File: src/design/idiv_pkg.sv
// ----------------------------------------------------------------------------
// Integer divider package
// Widths, operation codes and the types shared by the divider modules.
// ----------------------------------------------------------------------------
package idiv_pkg;

   // Operand and result widths.
   localparam int DATA_W   = 64;
   localparam int NARROW_W = 32;
   localparam int OP_W     = 2;
   localparam int CNT_W    = 6;

   // Operation codes.
   localparam logic [OP_W-1:0] OP_UQUO = 2'd0;
   localparam logic [OP_W-1:0] OP_UREM = 2'd1;
   localparam logic [OP_W-1:0] OP_SQUO = 2'd2;
   localparam logic [OP_W-1:0] OP_SREM = 2'd3;

   // Iteration counts, loaded as the index of the top bit.
   localparam logic [CNT_W-1:0] TOP_WIDE   = CNT_W'(DATA_W - 1);
   localparam logic [CNT_W-1:0] TOP_NARROW = CNT_W'(NARROW_W - 1);

   // Operand of one restoring step.
   typedef struct packed {
      logic [DATA_W-1:0] rem;
      logic              num_bit;
      logic [DATA_W-1:0] den;
      logic              wide;
   } step_in_type;

   // Outcome of one restoring step.
   typedef struct packed {
      logic [DATA_W-1:0] rem;
      logic              quo_bit;
   } step_out_type;

   // Mask that keeps the bits of the selected operand width.
   function automatic logic [DATA_W-1:0] width_mask(input logic wide);
      return wide ? {DATA_W{1'b1}} : {{(DATA_W-NARROW_W){1'b0}}, {NARROW_W{1'b1}}};
   endfunction

endpackage

File: src/design/idiv_if.sv
// ----------------------------------------------------------------------------
// Integer divider channels
// Request and response channels with a valid/ready handshake.
// ----------------------------------------------------------------------------

// Request channel: operation, width select and both operands.
interface idiv_req_if import idiv_pkg::*; ();
   logic                valid;
   logic                ready;
   logic [OP_W-1:0]     operation;
   logic                wide;
   logic [DATA_W-1:0]   dividend;
   logic [DATA_W-1:0]   divisor;

   modport source (output valid, operation, wide, dividend, divisor, input ready);
   modport sink   (input valid, operation, wide, dividend, divisor, output ready);
endinterface

// Response channel: quotient or remainder.
interface idiv_rsp_if import idiv_pkg::*; ();
   logic                valid;
   logic                ready;
   logic [DATA_W-1:0]   result;

   modport source (output valid, result, input ready);
   modport sink   (input valid, result, output ready);
endinterface

File: src/design/idiv_step.sv
// ----------------------------------------------------------------------------
// Integer divider restoring step
// Shifts one dividend bit into the partial remainder and subtracts the
// divisor when it fits, giving one quotient bit.
// ----------------------------------------------------------------------------
module idiv_step import idiv_pkg::*; (
   input  step_in_type  step_in,
   output step_out_type step_out
);

   logic [DATA_W-1:0] mask;
   logic              carry;
   logic [DATA_W-1:0] shifted;
   logic [DATA_W-1:0] diff;
   logic              fits;

   // The bit shifted out of the top acts as the extra remainder bit.
   always_comb begin
      mask    = width_mask(step_in.wide);
      carry   = step_in.wide ? step_in.rem[DATA_W-1] : step_in.rem[NARROW_W-1];
      shifted = {step_in.rem[DATA_W-2:0], step_in.num_bit} & mask;
      diff    = (shifted - step_in.den) & mask;
      fits    = carry || (shifted >= step_in.den);
      step_out.rem     = fits ? diff : shifted;
      step_out.quo_bit = fits;
   end

endmodule

File: src/design/integer_divider_signed_unsigned.sv
// ----------------------------------------------------------------------------
// Signed and unsigned integer divider
// Radix-2 restoring division at 32 or 64 bits, returning the quotient or
// the remainder of one request.
// ----------------------------------------------------------------------------
// From acceptance to a valid response, a request passes through ST_PREP,
// which takes the operand magnitudes, ST_RUN, which produces one quotient
// bit per cycle through the single shared subtract-and-compare step, and
// ST_FIX, which fixes the sign. The request side is ready only while no
// division is in progress; a finished response waits in its output
// register, so the next request can be accepted while it does. If the
// previous response is still held when a division finishes, the sign fix
// waits until that response is taken. A zero divisor gives 0. Signed
// operations divide magnitudes; the quotient is negated when the operand
// signs differ and the remainder takes the sign of the dividend. In 32-bit
// mode the upper 32 result bits are zero.
module integer_divider_signed_unsigned import idiv_pkg::*; (
   input  logic        clock,
   input  logic        reset,
   idiv_req_if.sink    req_ch,
   idiv_rsp_if.source  rsp_ch
);

   // Sequencer states.
   localparam logic [1:0] ST_IDLE = 2'd0;
   localparam logic [1:0] ST_PREP = 2'd1;
   localparam logic [1:0] ST_RUN  = 2'd2;
   localparam logic [1:0] ST_FIX  = 2'd3;

   logic [1:0]        state_ff, state_in;
   logic [OP_W-1:0]   op_ff, op_in;
   logic              wide_ff, wide_in;
   logic [DATA_W-1:0] num_ff, num_in;
   logic [DATA_W-1:0] den_ff, den_in;
   logic [DATA_W-1:0] rem_ff, rem_in;
   logic [DATA_W-1:0] quo_ff, quo_in;
   logic [CNT_W-1:0]  cnt_ff, cnt_in;
   logic              neg_q_ff, neg_q_in;
   logic              neg_r_ff, neg_r_in;
   logic              dz_ff, dz_in;
   logic              rsp_valid_ff, rsp_valid_in;
   logic [DATA_W-1:0] result_ff, result_in;

   logic [DATA_W-1:0] mask;
   logic              sign_a;
   logic              sign_b;
   logic [DATA_W-1:0] mag_a;
   logic [DATA_W-1:0] mag_b;
   logic [DATA_W-1:0] fix_val;
   logic [DATA_W-1:0] fix_res;
   logic              fix_load;
   step_in_type       step_in;
   step_out_type      step_out;

   // Shared restoring step.
   idiv_step u_step (
      .step_in  (step_in),
      .step_out (step_out)
   );

   assign req_ch.ready  = (state_ff == ST_IDLE);
   assign rsp_ch.valid  = rsp_valid_ff;
   assign rsp_ch.result = result_ff;

   // Operand signs, magnitudes and the final sign correction.
   always_comb begin
      mask    = width_mask(wide_ff);
      sign_a  = op_ff[1] & (wide_ff ? num_ff[DATA_W-1] : num_ff[NARROW_W-1]);
      sign_b  = op_ff[1] & (wide_ff ? den_ff[DATA_W-1] : den_ff[NARROW_W-1]);
      mag_a   = sign_a ? ((DATA_W'(0) - num_ff) & mask) : num_ff;
      mag_b   = sign_b ? ((DATA_W'(0) - den_ff) & mask) : den_ff;
      fix_val = (op_ff inside {OP_UREM, OP_SREM}) ? rem_ff : quo_ff;
      if ((op_ff == OP_SREM && neg_r_ff) || (op_ff == OP_SQUO && neg_q_ff)) begin
         fix_res = (DATA_W'(0) - fix_val) & mask;
      end else begin
         fix_res = fix_val & mask;
      end
      if (dz_ff) begin
         fix_res = '0;
      end
      fix_load = (state_ff == ST_FIX) && (!rsp_valid_ff || rsp_ch.ready);
   end

   // Step operands come from the working registers.
   always_comb begin
      step_in.rem     = rem_ff;
      step_in.num_bit = num_ff[DATA_W-1];
      step_in.den     = den_ff;
      step_in.wide    = wide_ff;
   end

   // Sequencer and working registers.
   always_comb begin
      state_in     = state_ff;
      op_in        = op_ff;
      wide_in      = wide_ff;
      num_in       = num_ff;
      den_in       = den_ff;
      rem_in       = rem_ff;
      quo_in       = quo_ff;
      cnt_in       = cnt_ff;
      neg_q_in     = neg_q_ff;
      neg_r_in     = neg_r_ff;
      dz_in        = dz_ff;
      result_in    = result_ff;
      rsp_valid_in = rsp_valid_ff;

      if (rsp_valid_ff && rsp_ch.ready) begin
         rsp_valid_in = 1'b0;
      end

      case (state_ff)
         ST_IDLE: begin
            if (req_ch.valid) begin
               op_in    = req_ch.operation;
               wide_in  = req_ch.wide;
               num_in   = req_ch.dividend & width_mask(req_ch.wide);
               den_in   = req_ch.divisor & width_mask(req_ch.wide);
               state_in = ST_PREP;
            end
         end
         ST_PREP: begin
            // Left-align the dividend so its bits leave from the top.
            num_in   = wide_ff ? mag_a : {mag_a[NARROW_W-1:0], {(DATA_W-NARROW_W){1'b0}}};
            den_in   = mag_b;
            neg_q_in = sign_a ^ sign_b;
            neg_r_in = sign_a;
            dz_in    = (den_ff == '0);
            rem_in   = '0;
            quo_in   = '0;
            cnt_in   = wide_ff ? TOP_WIDE : TOP_NARROW;
            state_in = ST_RUN;
         end
         ST_RUN: begin
            rem_in = step_out.rem;
            quo_in = {quo_ff[DATA_W-2:0], step_out.quo_bit};
            num_in = {num_ff[DATA_W-2:0], 1'b0};
            cnt_in = cnt_ff - CNT_W'(1);
            if (cnt_ff == '0) begin
               state_in = ST_FIX;
            end
         end
         ST_FIX: begin
            if (fix_load) begin
               result_in    = fix_res;
               rsp_valid_in = 1'b1;
               state_in     = ST_IDLE;
            end
         end
         default: begin
            state_in = ST_IDLE;
         end
      endcase
   end

   // Control state with reset.
   always_ff @(posedge clock) begin
      if (reset) begin
         state_ff     <= ST_IDLE;
         rsp_valid_ff <= 1'b0;
      end else begin
         state_ff     <= state_in;
         rsp_valid_ff <= rsp_valid_in;
      end
   end

   // Datapath registers.
   always_ff @(posedge clock) begin
      op_ff     <= op_in;
      wide_ff   <= wide_in;
      num_ff    <= num_in;
      den_ff    <= den_in;
      rem_ff    <= rem_in;
      quo_ff    <= quo_in;
      cnt_ff    <= cnt_in;
      neg_q_ff  <= neg_q_in;
      neg_r_ff  <= neg_r_in;
      dz_ff     <= dz_in;
      result_ff <= result_in;
   end

endmodule

File: src/flat_wrapper.sv
// flat-port wrapper written by rule: the top's interface ports become plain ports
module integer_divider_signed_unsigned_flat import idiv_pkg::*;
  (clock, reset, req_ch_valid, req_ch_operation, req_ch_wide, req_ch_dividend, req_ch_divisor, req_ch_ready, rsp_ch_valid, rsp_ch_result, rsp_ch_ready);
  idiv_req_if req_ch_i ();
  idiv_rsp_if rsp_ch_i ();
  input  logic clock;
  input  logic reset;
  input wire logic [$bits(req_ch_i.valid)-1:0] req_ch_valid;
  input wire logic [$bits(req_ch_i.operation)-1:0] req_ch_operation;
  input wire logic [$bits(req_ch_i.wide)-1:0] req_ch_wide;
  input wire logic [$bits(req_ch_i.dividend)-1:0] req_ch_dividend;
  input wire logic [$bits(req_ch_i.divisor)-1:0] req_ch_divisor;
  output wire logic [$bits(req_ch_i.ready)-1:0] req_ch_ready;
  output wire logic [$bits(rsp_ch_i.valid)-1:0] rsp_ch_valid;
  output wire logic [$bits(rsp_ch_i.result)-1:0] rsp_ch_result;
  input wire logic [$bits(rsp_ch_i.ready)-1:0] rsp_ch_ready;
  assign req_ch_i.valid = req_ch_valid;
  assign req_ch_i.operation = req_ch_operation;
  assign req_ch_i.wide = req_ch_wide;
  assign req_ch_i.dividend = req_ch_dividend;
  assign req_ch_i.divisor = req_ch_divisor;
  assign req_ch_ready = req_ch_i.ready;
  assign rsp_ch_valid = rsp_ch_i.valid;
  assign rsp_ch_result = rsp_ch_i.result;
  assign rsp_ch_i.ready = rsp_ch_ready;
  integer_divider_signed_unsigned u_core (.clock(clock), .reset(reset), .req_ch(req_ch_i), .rsp_ch(rsp_ch_i));
endmodule
File: config.mk
export PLATFORM = sky130hd
export DESIGN_NAME = integer_divider_signed_unsigned_flat
export DESIGN_NICKNAME = d
export VERILOG_FILES = /design/src/design/idiv_pkg.sv /design/src/design/idiv_if.sv /design/src/design/idiv_step.sv /design/src/design/integer_divider_signed_unsigned.sv /design/src/flat_wrapper.sv
export SDC_FILE = /design/constraint.sdc
export NUM_CORES = 1
export LEC_CHECK = 0
export BUFFER_PORTS_ARGS = -buffer_cell sky130_fd_sc_hd__buf_2
export CORE_UTILIZATION = 45
export DETAILED_ROUTE_END_ITERATION = 12
export GPL_ROUTABILITY_DRIVEN = 0
export HOLD_SLACK_MARGIN = 0.06
export RECOVER_POWER = 100
export SLEW_MARGIN = 20
export SYNTH_ARGS = -nofsm -noshare
export SYNTH_HDL_FRONTEND = slang
export SYNTH_HIERARCHICAL = 1
export SYNTH_SLANG_ARGS = --single-unit
File: constraint.sdc
create_clock -name clock -period 17.11 [get_ports clock]
set_input_delay 1.711 -clock clock [delete_from_list [all_inputs] [get_ports clock]]
set_output_delay 1.711 -clock clock [all_outputs]
set_load 0.02 [all_outputs]
After elaboration in Yosys (flattened, before gate mapping)

Index checks and enable logic that the tools add are counted.

Input port bits: 135
Flip-flop bits (word level): 335
Logic and storage cells: 89

Reduce and logical (&&, ||, !) cells: 21
Mux-type cells: 26
Add/sub/neg operators: 5
Bitwise gates (word level): 11
Equal/unequal tests: 11
Magnitude comparators: 1

Operators with widths:

| kind                    | count |
|---|---|
| $mux W64                | 10 |
| $and A64 B64 Y64        | 8 |
| $pmux W64 S2            | 3 |
| $pmux W64 S3            | 1 |
| $sub A1 B64 Y64 const A | 3 |
| $ge A64 B64 Y1          | 1 |
| $logic_not A64 Y1       | 1 |
| $sub A64 B64 Y64        | 1 |
| $pmux W6 S2             | 1 |
| $reduce_and A3 Y1       | 3 |
| $eq A2 B2 Y1 const B    | 4 |
| $pmux W2 S4             | 1 |
| $logic_not A6 Y1        | 1 |
| $mux W1                 | 6 |
| $mux W2                 | 3 |
| $mux W6                 | 1 |
| $ne A2 B1 Y1 const B    | 3 |
| $reduce_and A2 Y1       | 3 |
| $reduce_bool A2 Y1      | 3 |
| $sub A6 B1 Y6 const B   | 1 |
| $eq A2 B1 Y1 const B    | 2 |
| $logic_and A1 B1 Y1     | 4 |
| $logic_or A1 B1 Y1      | 3 |
| $ne A3 B3 Y1 const B    | 1 |
| other kinds (6)         | 7 |

Logic depth before layout (Yosys ltp)

Gate-level depths: netlist (run 1).

Depth in word-level cells: 6
Gate-level depth with buffers: 18
Depth with buffers taken out: 14

Hierarchy

The synthesis (run 1) kept the hierarchy.

By module, submodules not included:

| module                          | instances | seq. area each (µm²) | area each (µm²) | cells an instance |
|---|---|---|---|---|
| integer_divider_signed_unsigned | 1         | 10029.6              | 19950.4         | 1895 |
| idiv_step                       | 1         | 0.0                  | 5094.9          | 812 |

Worst setup path before layout (run 1)

OpenSTA, ideal clock, no wires.

Path type: input to register
Start point: in req_ch_valid
End point: reg u_core.den_ff[10], enable pin
Arrival time: 6.428 ns
Path buffers: 0
Slack: 10.104 ns
Setup time: 0.578 ns
Data required time: 16.532 ns
Stages on the path: 2
Cell sequence: nor2b_1 a211oi_1

Word-level cells in the longest chain between the ends: 2

Ends and longest elaborated chain:

| what                               | RTL line                               | source |
|---|---|---|
| from (decl)                        | flat_wrapper.sv:8                      | `input wire logic [$bits(req_ch_i.valid)-1:0] req_ch_valid;` |
| $ne A2 B2 Y1 (no source line)      | --                                     |  |
| $reduce_and A3 Y1 (no source line) | --                                     |  |
| to (signal assigned)               | integer_divider_signed_unsigned.sv:172 | `den_ff <= den_in;` |
| to (decl)                          | integer_divider_signed_unsigned.sv:34  | `logic [DATA_W-1:0] den_ff, den_in;` |

No other way between the ends.
A chain may end at the register's enable or synchronous reset.

==> results of run 1 <==
-- layer usage --
| metal | vias up | wire length, µm | GRT usage [%] |
|---|---|---|---|
| li1 | 10300 | - | - |
| met3 | 140 | 5020 | 3.59 |
| met1 | 10100 | 33600 | 35.6 |
| met4 | 10 | 2280 | 8.88 |
| met2 | 904 | 32400 | 39.6 |
| met5 | - | 70 | 0 |
-- logic make-up (layout without fill, tap and decap cells) --
group | Yosys count | in the layout
simple gates | 1090 | 1090
buf+inv | 254 | 395
xor+xnor | 213 | 213
mux | 111 | 111
flops | 335 | 335
other cells | 0 | 1
fa+ha+maj | 74 | 74
compound gates | 630 | 630
-- worst paths after layout --
path	slack, ps	start	cells past startpoint	end
setup / recovery	7740	u_core/wide_ff$_DFFE_PP_	14	u_core/rem_ff[53]$_SDFFCE_PN0N_
hold / removal	570	u_core/quo_ff[62]$_SDFFCE_PN0N_	1	u_core/quo_ff[63]$_SDFFCE_PN0N_
setup reg to reg	7740	u_core/wide_ff$_DFFE_PP_	14	u_core/rem_ff[53]$_SDFFCE_PN0N_
hold reg to reg	570	u_core/quo_ff[62]$_SDFFCE_PN0N_	1	u_core/quo_ff[63]$_SDFFCE_PN0N_
-- state kept, by name, indices dropped and copies added (netlist names) --
name,cells
u_core/den_ff,64
u_core/num_ff,64
u_core/quo_ff,64
u_core/rem_ff,64
u_core/rsp_ch.result,64
u_core/cnt_ff,6
u_core/op_ff,2
u_core/state_ff,2
u_core/dz_ff,1
u_core/neg_q_ff,1
u_core/neg_r_ff,1
u_core/rsp_ch.valid,1
u_core/wide_ff,1
-- power groups by stage --
| stage | sequential (W) | clock (W) | combinational, W |
|---|---|---|---|
| 6_report | 0.00201 | 0.000846 | 0.00337 |
| 5_1_grt | 0.00207 | 0.000894 | 0.00371 |
| 4_1_cts | 0.00196 | 0.000866 | 0.00333 |
| 3_5_place_dp | 0.00197 | 0 | 0.00331 |
| 3_3_place_gp | 0.00196 | 0 | 0.00327 |
| 2_1_floorplan | 0.00185 | 0 | 0.00253 |
-- cells in the final DEF (no fill, tap or decap), types with 73 or more instances in the layout --
master | netlist | final
a21oi_1 | 183 | 183
and2_0 | 1 | 97
and2_1 | 175 | 79
buf_2 | 25 | 132
clkbuf_1 | 116 | 97
edfxtp_1 | 332 | 332
ha_1 | 73 | 73
inv_1 | 94 | 95
nand2_1 | 228 | 228
nor2_1 | 185 | 184
o21ai_0 | 128 | 143
xnor2_1 | 122 | 122
xor2_1 | 90 | 90
-- worst max-delay path, cell delays in order (launching register included) --
cell,delay (ps)
edfxtp_1,680
clkbuf_1,1480
and2_0,330
ha_1,320
a21o_1,220
a21o_1,180
a221oi_1,510
a21boi_0,180
nor3b_1,230
o31a_2,170
clkbuf_1,2350
inv_1,1260
nand2_1,780
o2bb2ai_1,170
and2_1,180
-- metrics by stage --
| stage | hold slack, ps | util [%] | std cells | total power (W) |
|---|---|---|---|---|
| final | 570 | 50.2 | 3597 | 0.00623 |
| after global routing | 604 | 50.2 | 3596 | 0.00668 |
| after floorplan | 515 | - | 2707 | 0.00438 |
| after CTS | 570 | 50.5 | 3596 | 0.00615 |
| after global placement | 541 | 48.2 | 3525 | 0.00523 |
| after detailed placement | 550 | 48.3 | 3525 | 0.00528 |
-- layout make-up --
class | instances | area (µm²)
fillers | 5230 | 27400
multi-input cells | 2118 | 14000
flip-flops and latches | 335 | 10000
clock buffers | 52 | 1070
repair buffers | 228 | 1060
well taps | 748 | 936
inverters | 96 | 360
clock inverters | 19 | 199
diodes | 1 | 2.50
==> results_dict.tcl, run 1 <==
set metrics [dict create \
    synth-xor-area-share_pct 7.48 \
    avgSynthCellArea_um2 9.25 \
    tritoncts "yes" \
    pwr-share-clk_pct 13.6 \
    swShare_pct 46.7 \
    syn_inst 2707 \
    drc 0 \
    slew_viol_final 1066 \
    cts_sinks 335 \
    drive_above_1_share_pct 11.1 \
    hold_viol_final 0 \
    overflow 0 \
    rsz0062_at_grt "false" \
    via_per_inst 5.96 \
    pwr-share-seq_pct 32.3 \
    nets 3029 \
    hp-class "reg -> reg" \
    grt_max_degree 102 \
    drt-wirelength-per-cell_um 20.4 \
    syn_nets 2916 \
    p_per_area_mw_per_mm2 225 \
    p_int_w 0.00332 \
    p_leak_nw 10.0 \
    synth_mux_area_share_pct 4.70 \
    synthArstFlopShare_pct 0 \
    p_sw_w 0.00291 \
    violations "capacitance limit, slew limit" \
    ctsHtreeMaxLevel 2 \
    setup_viol 0 \
    critPathMaxFanout 94 \
    firstDrtPassIters 6 \
    pwr-share-comb_pct 54.1 \
    ctsHoldBuffers 0 \
    num_vias 21500 \
    synth-compound-area-share_pct 16.1 \
    worstSetupStartpointType "register" \
    layout-area-overhead-vs-synth_pct 10.5 \
    finalSetupTns_ps 0 \
    synth-main-ff-cell "edfxtp_1" \
    maxCapViolations 18 \
    syn_area_mm2 0.0250 \
    synth_top_area_share_pct 39.8 \
    final_area_mm2 0.0277 \
    fin_crit_ps 9370 \
    synth_warnings 6 \
    grt_pass1_wl_um 114000 \
    clock.fmax_mhz 107 \
    ys_seq_elements 335 \
    final_antenna_net_count 0 \
    die_w_um 238 \
    ys_seq_area_share_pct 40.0 \
    drtIter0Drc 2062 \
    portBuffers 200 \
    worstPathArrival_ps 9670 \
    yosysUniqueCellTypes 98 \
    critPathKind "reg -> reg" \
    die_area_mm2 0.0566 \
    layout_setup_ws_ps 7740 \
    initial_utilization_pct 45.5 \
    dp_hpwl_um 53800 \
    path_clk_slew_ps 60 \
    track_usage_pct 25.3 \
    synth_area_leaders "edfxtp_1 40%, and2_1 4.4%, xnor2_1 4.3%, a21oi_1 3.7%, ha_1 3.6%" \
    ctsResizeCount 0 \
    synth_top_family_by_area "simple AND/OR/NAND/NOR gates" \
    cts-buffers-inserted 41 \
    yosysTopAreaCell "edfxtp_1" \
    max-vdd-ir-drop_uv 117 \
    max_slew_margin_pct -187 \
    synth-edff-count 332 \
    die_h_um 238 \
    fin_crit_sh_pct 54.7 \
    yosys.area_share.simple_pct 23.8 \
    postCtsSetupBuffers 0 \
    final.setup_skew_ps 13.6 \
    dpl_worst_slack_ps 11670 \
    post-synth-top-count-cell "edfxtp_1" \
    grt_pass1_vias 20200 \
    outcome "finished with violations" \
    end_kind "register" \
    dpl_cell_area_mm2 0.0266 \
    drt-total-wl_um 73300 \
    core_area_mm2 0.0551 \
    clk_latency_ps 560 \
    cts_root_buffer "clkbuf_16" \
    critPathRequiredTime_ps 17420 \
    pin_count 201 \
    core.rowCount 86 \
    synthTopCellsByCount "332 x edfxtp_1, 228 x nand2_1, 185 x nor2_1, 183 x a21oi_1, 175 x and2_1" \
    synthAdderAreaFrac_pct 3.73 \
    tightest_slew_ps 4310 \
    antenna_found_initial 6 \
    clockBufferDepth 3 \
]
Note: power is estimated with default switching activity, not from simulation.
==> run 2, diff against run 1 <==
--- a/config.mk
+++ b/config.mk
@@ -5,6 +5,7 @@
 export SDC_FILE = /design/constraint.sdc
 export NUM_CORES = 1
 export LEC_CHECK = 0
+export ABC_AREA = 1
 export BUFFER_PORTS_ARGS = -buffer_cell sky130_fd_sc_hd__buf_2
 export CORE_UTILIZATION = 45
 export DETAILED_ROUTE_END_ITERATION = 12
==> constraint.sdc (replaced) <==
create_clock -name clock -period 7.8 [get_ports clock]
set_input_delay 0.78 -clock clock [delete_from_list [all_inputs] [get_ports clock]]
set_output_delay 0.78 -clock clock [all_outputs]
set_load 0.02 [all_outputs]
==> run 2 against run 1 <==
Net effect: the run still ends with capacitance limit, slew limit left; die area increased by 12%; clock power up 140%; hold slack worse by 160 ps; routed wire length grew 27%; combinational power rose to 2.5 times the previous value; register-to-register slack lost 5700 ps; final cell count up 48%; sequential cell count unchanged; critical path type unchanged; largest cell class unchanged; highest routed layer is now met4.
==> results_dict.tcl, run 2 <==
set metrics [dict create \
    outcome "finished with violations" \
    violations "capacitance limit, slew limit" \
    track_usage_pct 29.1 \
    fin_crit_sh_pct 73.8 \
    p_leak_nw 14.9 \
    postCtsSetupBuffers 0 \
    final_common_cell "nand2_1" \
    critPathRequiredTime_ps 8250 \
    path_clk_slew_ps 60 \
    finalSetupTns_ps 0 \
    drt-total-wl_um 93000 \
    cts-buffers-inserted 42 \
    busiest_layer "met1" \
    synthTopCellsByCount "1,525 x nand2_1, 661 x inv_1, 494 x nor2_1, 332 x edfxtp_1, 229 x o21ai_0" \
    portBuffers 200 \
    setup_viol 0 \
    final_area_mm2 0.0309 \
    final_antenna_net_count 0 \
    syn_nets 4521 \
    clock.fmax_mhz 174 \
    fill_cells 6501 \
    worstPathArrival_ps 6200 \
    syn_area_mm2 0.0280 \
    layout-area-overhead-vs-synth_pct 10.4 \
    die_w_um 251 \
    clockBufferDepth 3 \
    nets 4667 \
    synth-main-ff-cell "edfxtp_1" \
    core_area_mm2 0.0616 \
    synth-edff-count 332 \
    post-synth-top-count-cell "nand2_1" \
    drc 0 \
    fin_crit_ps 5750 \
    syn_inst 4312 \
    p_per_area_mw_per_mm2 476 \
    met2_usage_pct 39.6 \
    rsz0062_at_grt "false" \
    final_cells 5325 \
    ys_seq_elements 335 \
    drive_above_1_share_pct 7.53 \
    end_kind "register" \
    dpl_cell_area_mm2 0.0297 \
    tightest_slew_ps 3690 \
    synth_warnings 6 \
    regToRegSetupSlack_ps 2050 \
    ctsHoldBuffers 0 \
    clk_latency_ps 600 \
    drtIter0Drc 2888 \
    antenna_found_initial 0 \
    slew_viol_final 485 \
    critPathKind "reg -> reg" \
    dpl_worst_slack_ps 3740 \
    cts_root_buffer "clkbuf_16" \
    reg2reg_depth 6 \
    drt-wirelength-per-cell_um 17.5 \
    die_h_um 251 \
    hp-class "in -> reg" \
    overflow 0 \
    max-vdd-ir-drop_uv 247 \
    synth_top_area_share_pct 35.6 \
    hold_viol_final 0 \
    firstDrtPassIters 9 \
    grt_pass1_wl_um 142000 \
    dp.cells 5251 \
    ctsResizeCount 0 \
    synthArstFlopShare_pct 0 \
    worstSetupStartpointType "register" \
    critPathMaxFanout 86 \
    dp_hpwl_um 72400 \
    max_slew_margin_pct -146 \
    final_cell_mix "1,526 x nand2_1, 661 x inv_1, 491 x nor2_1" \
    maxCapViolations 9 \
    avgSynthCellArea_um2 6.49 \
    initial_utilization_pct 45.5 \
    multi_input_area_mm2 0.0148 \
    antenna_cells 0 \
    yosysTopAreaCell "edfxtp_1" \
    final.setup_skew_ps 27.8 \
    core.rowCount 91 \
    grt_pass1_vias 25100 \
    layout_setup_ws_ps 2050 \
    ys_seq_area_share_pct 35.8 \
    tritoncts "yes" \
    grt_max_degree 97 \
    via_per_inst 5.25 \
    ctsHtreeMaxLevel 2 \
    whs_path_depth 2 \
    ff_latch_area_mm2 0.0100 \
    grt_use_met1_pct 44.3 \
    synth_area_leaders "edfxtp_1 36%, nand2_1 20%, inv_1 8.9%, nor2_1 6.6%, o21ai_0 4.1%" \
    die_area_mm2 0.0632 \
    yosysUniqueCellTypes 57 \
    cts_sinks 335 \
    pin_count 201 \
    num_vias 28000 \
    grt.met3_usage_pct 6.87 \
    total_power_w 0.0147 \
]
==> run 2: cell types whose count changed in the layout (fill, tap and decap cells not counted), sizes merged, moves of 164 or more <==
cell and change:
nand3 +164, inv +582, and2 -174, nand2 +1334, nor2 +342, o21ai +168
==> run 2: worst paths after layout <==
kind,from,end
setup / recovery,u_core/state_ff[0]$_SDFFE_PP0P_,u_core/quo_ff[0]$_SDFFCE_PN0N_
hold / removal,reset,u_core/rsp_ch.valid$_SDFF_PP0_
setup reg to reg,u_core/state_ff[0]$_SDFFE_PP0P_,u_core/quo_ff[0]$_SDFFCE_PN0N_
hold reg to reg,u_core/quo_ff[44]$_SDFFCE_PN0N_,u_core/quo_ff[45]$_SDFFCE_PN0N_
==> run 2: metrics by stage <==
stage | hold slack (ps) | util [%]
2_1_floorplan | 498 | -
3_3_place_gp | 513 | 48.2
3_5_place_dp | 518 | 48.2
4_1_cts | 384 | 50.5
5_1_grt | 393 | 50.2
6_report | 407 | 50.2
==> run 2: report_power, final <==
part | total, W | internal [W] | switching (W)
Clock | 0.00204 | 0.00122 | 0.000820
Combinational | 0.00856 | 0.00252 | 0.00603
Sequential | 0.00412 | 0.00323 | 0.000892
==> run 2: worst max-delay path, stage by stage (launching register included) <==
cell and delay [ps]:
dfxtp_1 340, inv_1 120, ha_1 1150, clkbuf_1 2420
buf_4 1030, nand2_1 340, inv_1 140
==> run 2: per-layer routing <==
| metal | vias up | part of all wire, % |
|---|---|---|
| met5 | - | 0 |
| met4 | 0 | 3.3 |
| met2 | 1229 | 39 |
| met1 | 12600 | 47 |
| li1 | 14000 | - |
| met3 | 167 | 11 |
==> run 2: cells by family after synthesis <==
group | share of synthesized area (%)
compound gates | 10.8
xor+xnor | 2.10
fa+ha+maj | 3.33
buf+inv | 11.3
flops | 35.8
mux | 0.0715
simple gates | 36.6
==> run 2: area by class of cell <==
cell class | instances | area share [%]
Multi-Input combinational cell | 3178 | 48.0
Inverter | 680 | 8.25
Tap cell | 837 | 3.39
Clock inverter | 25 | 1.00
Clock buffer | 49 | 3.59
Sequential cell | 335 | 32.4
Timing Repair Buffer | 221 | 3.37
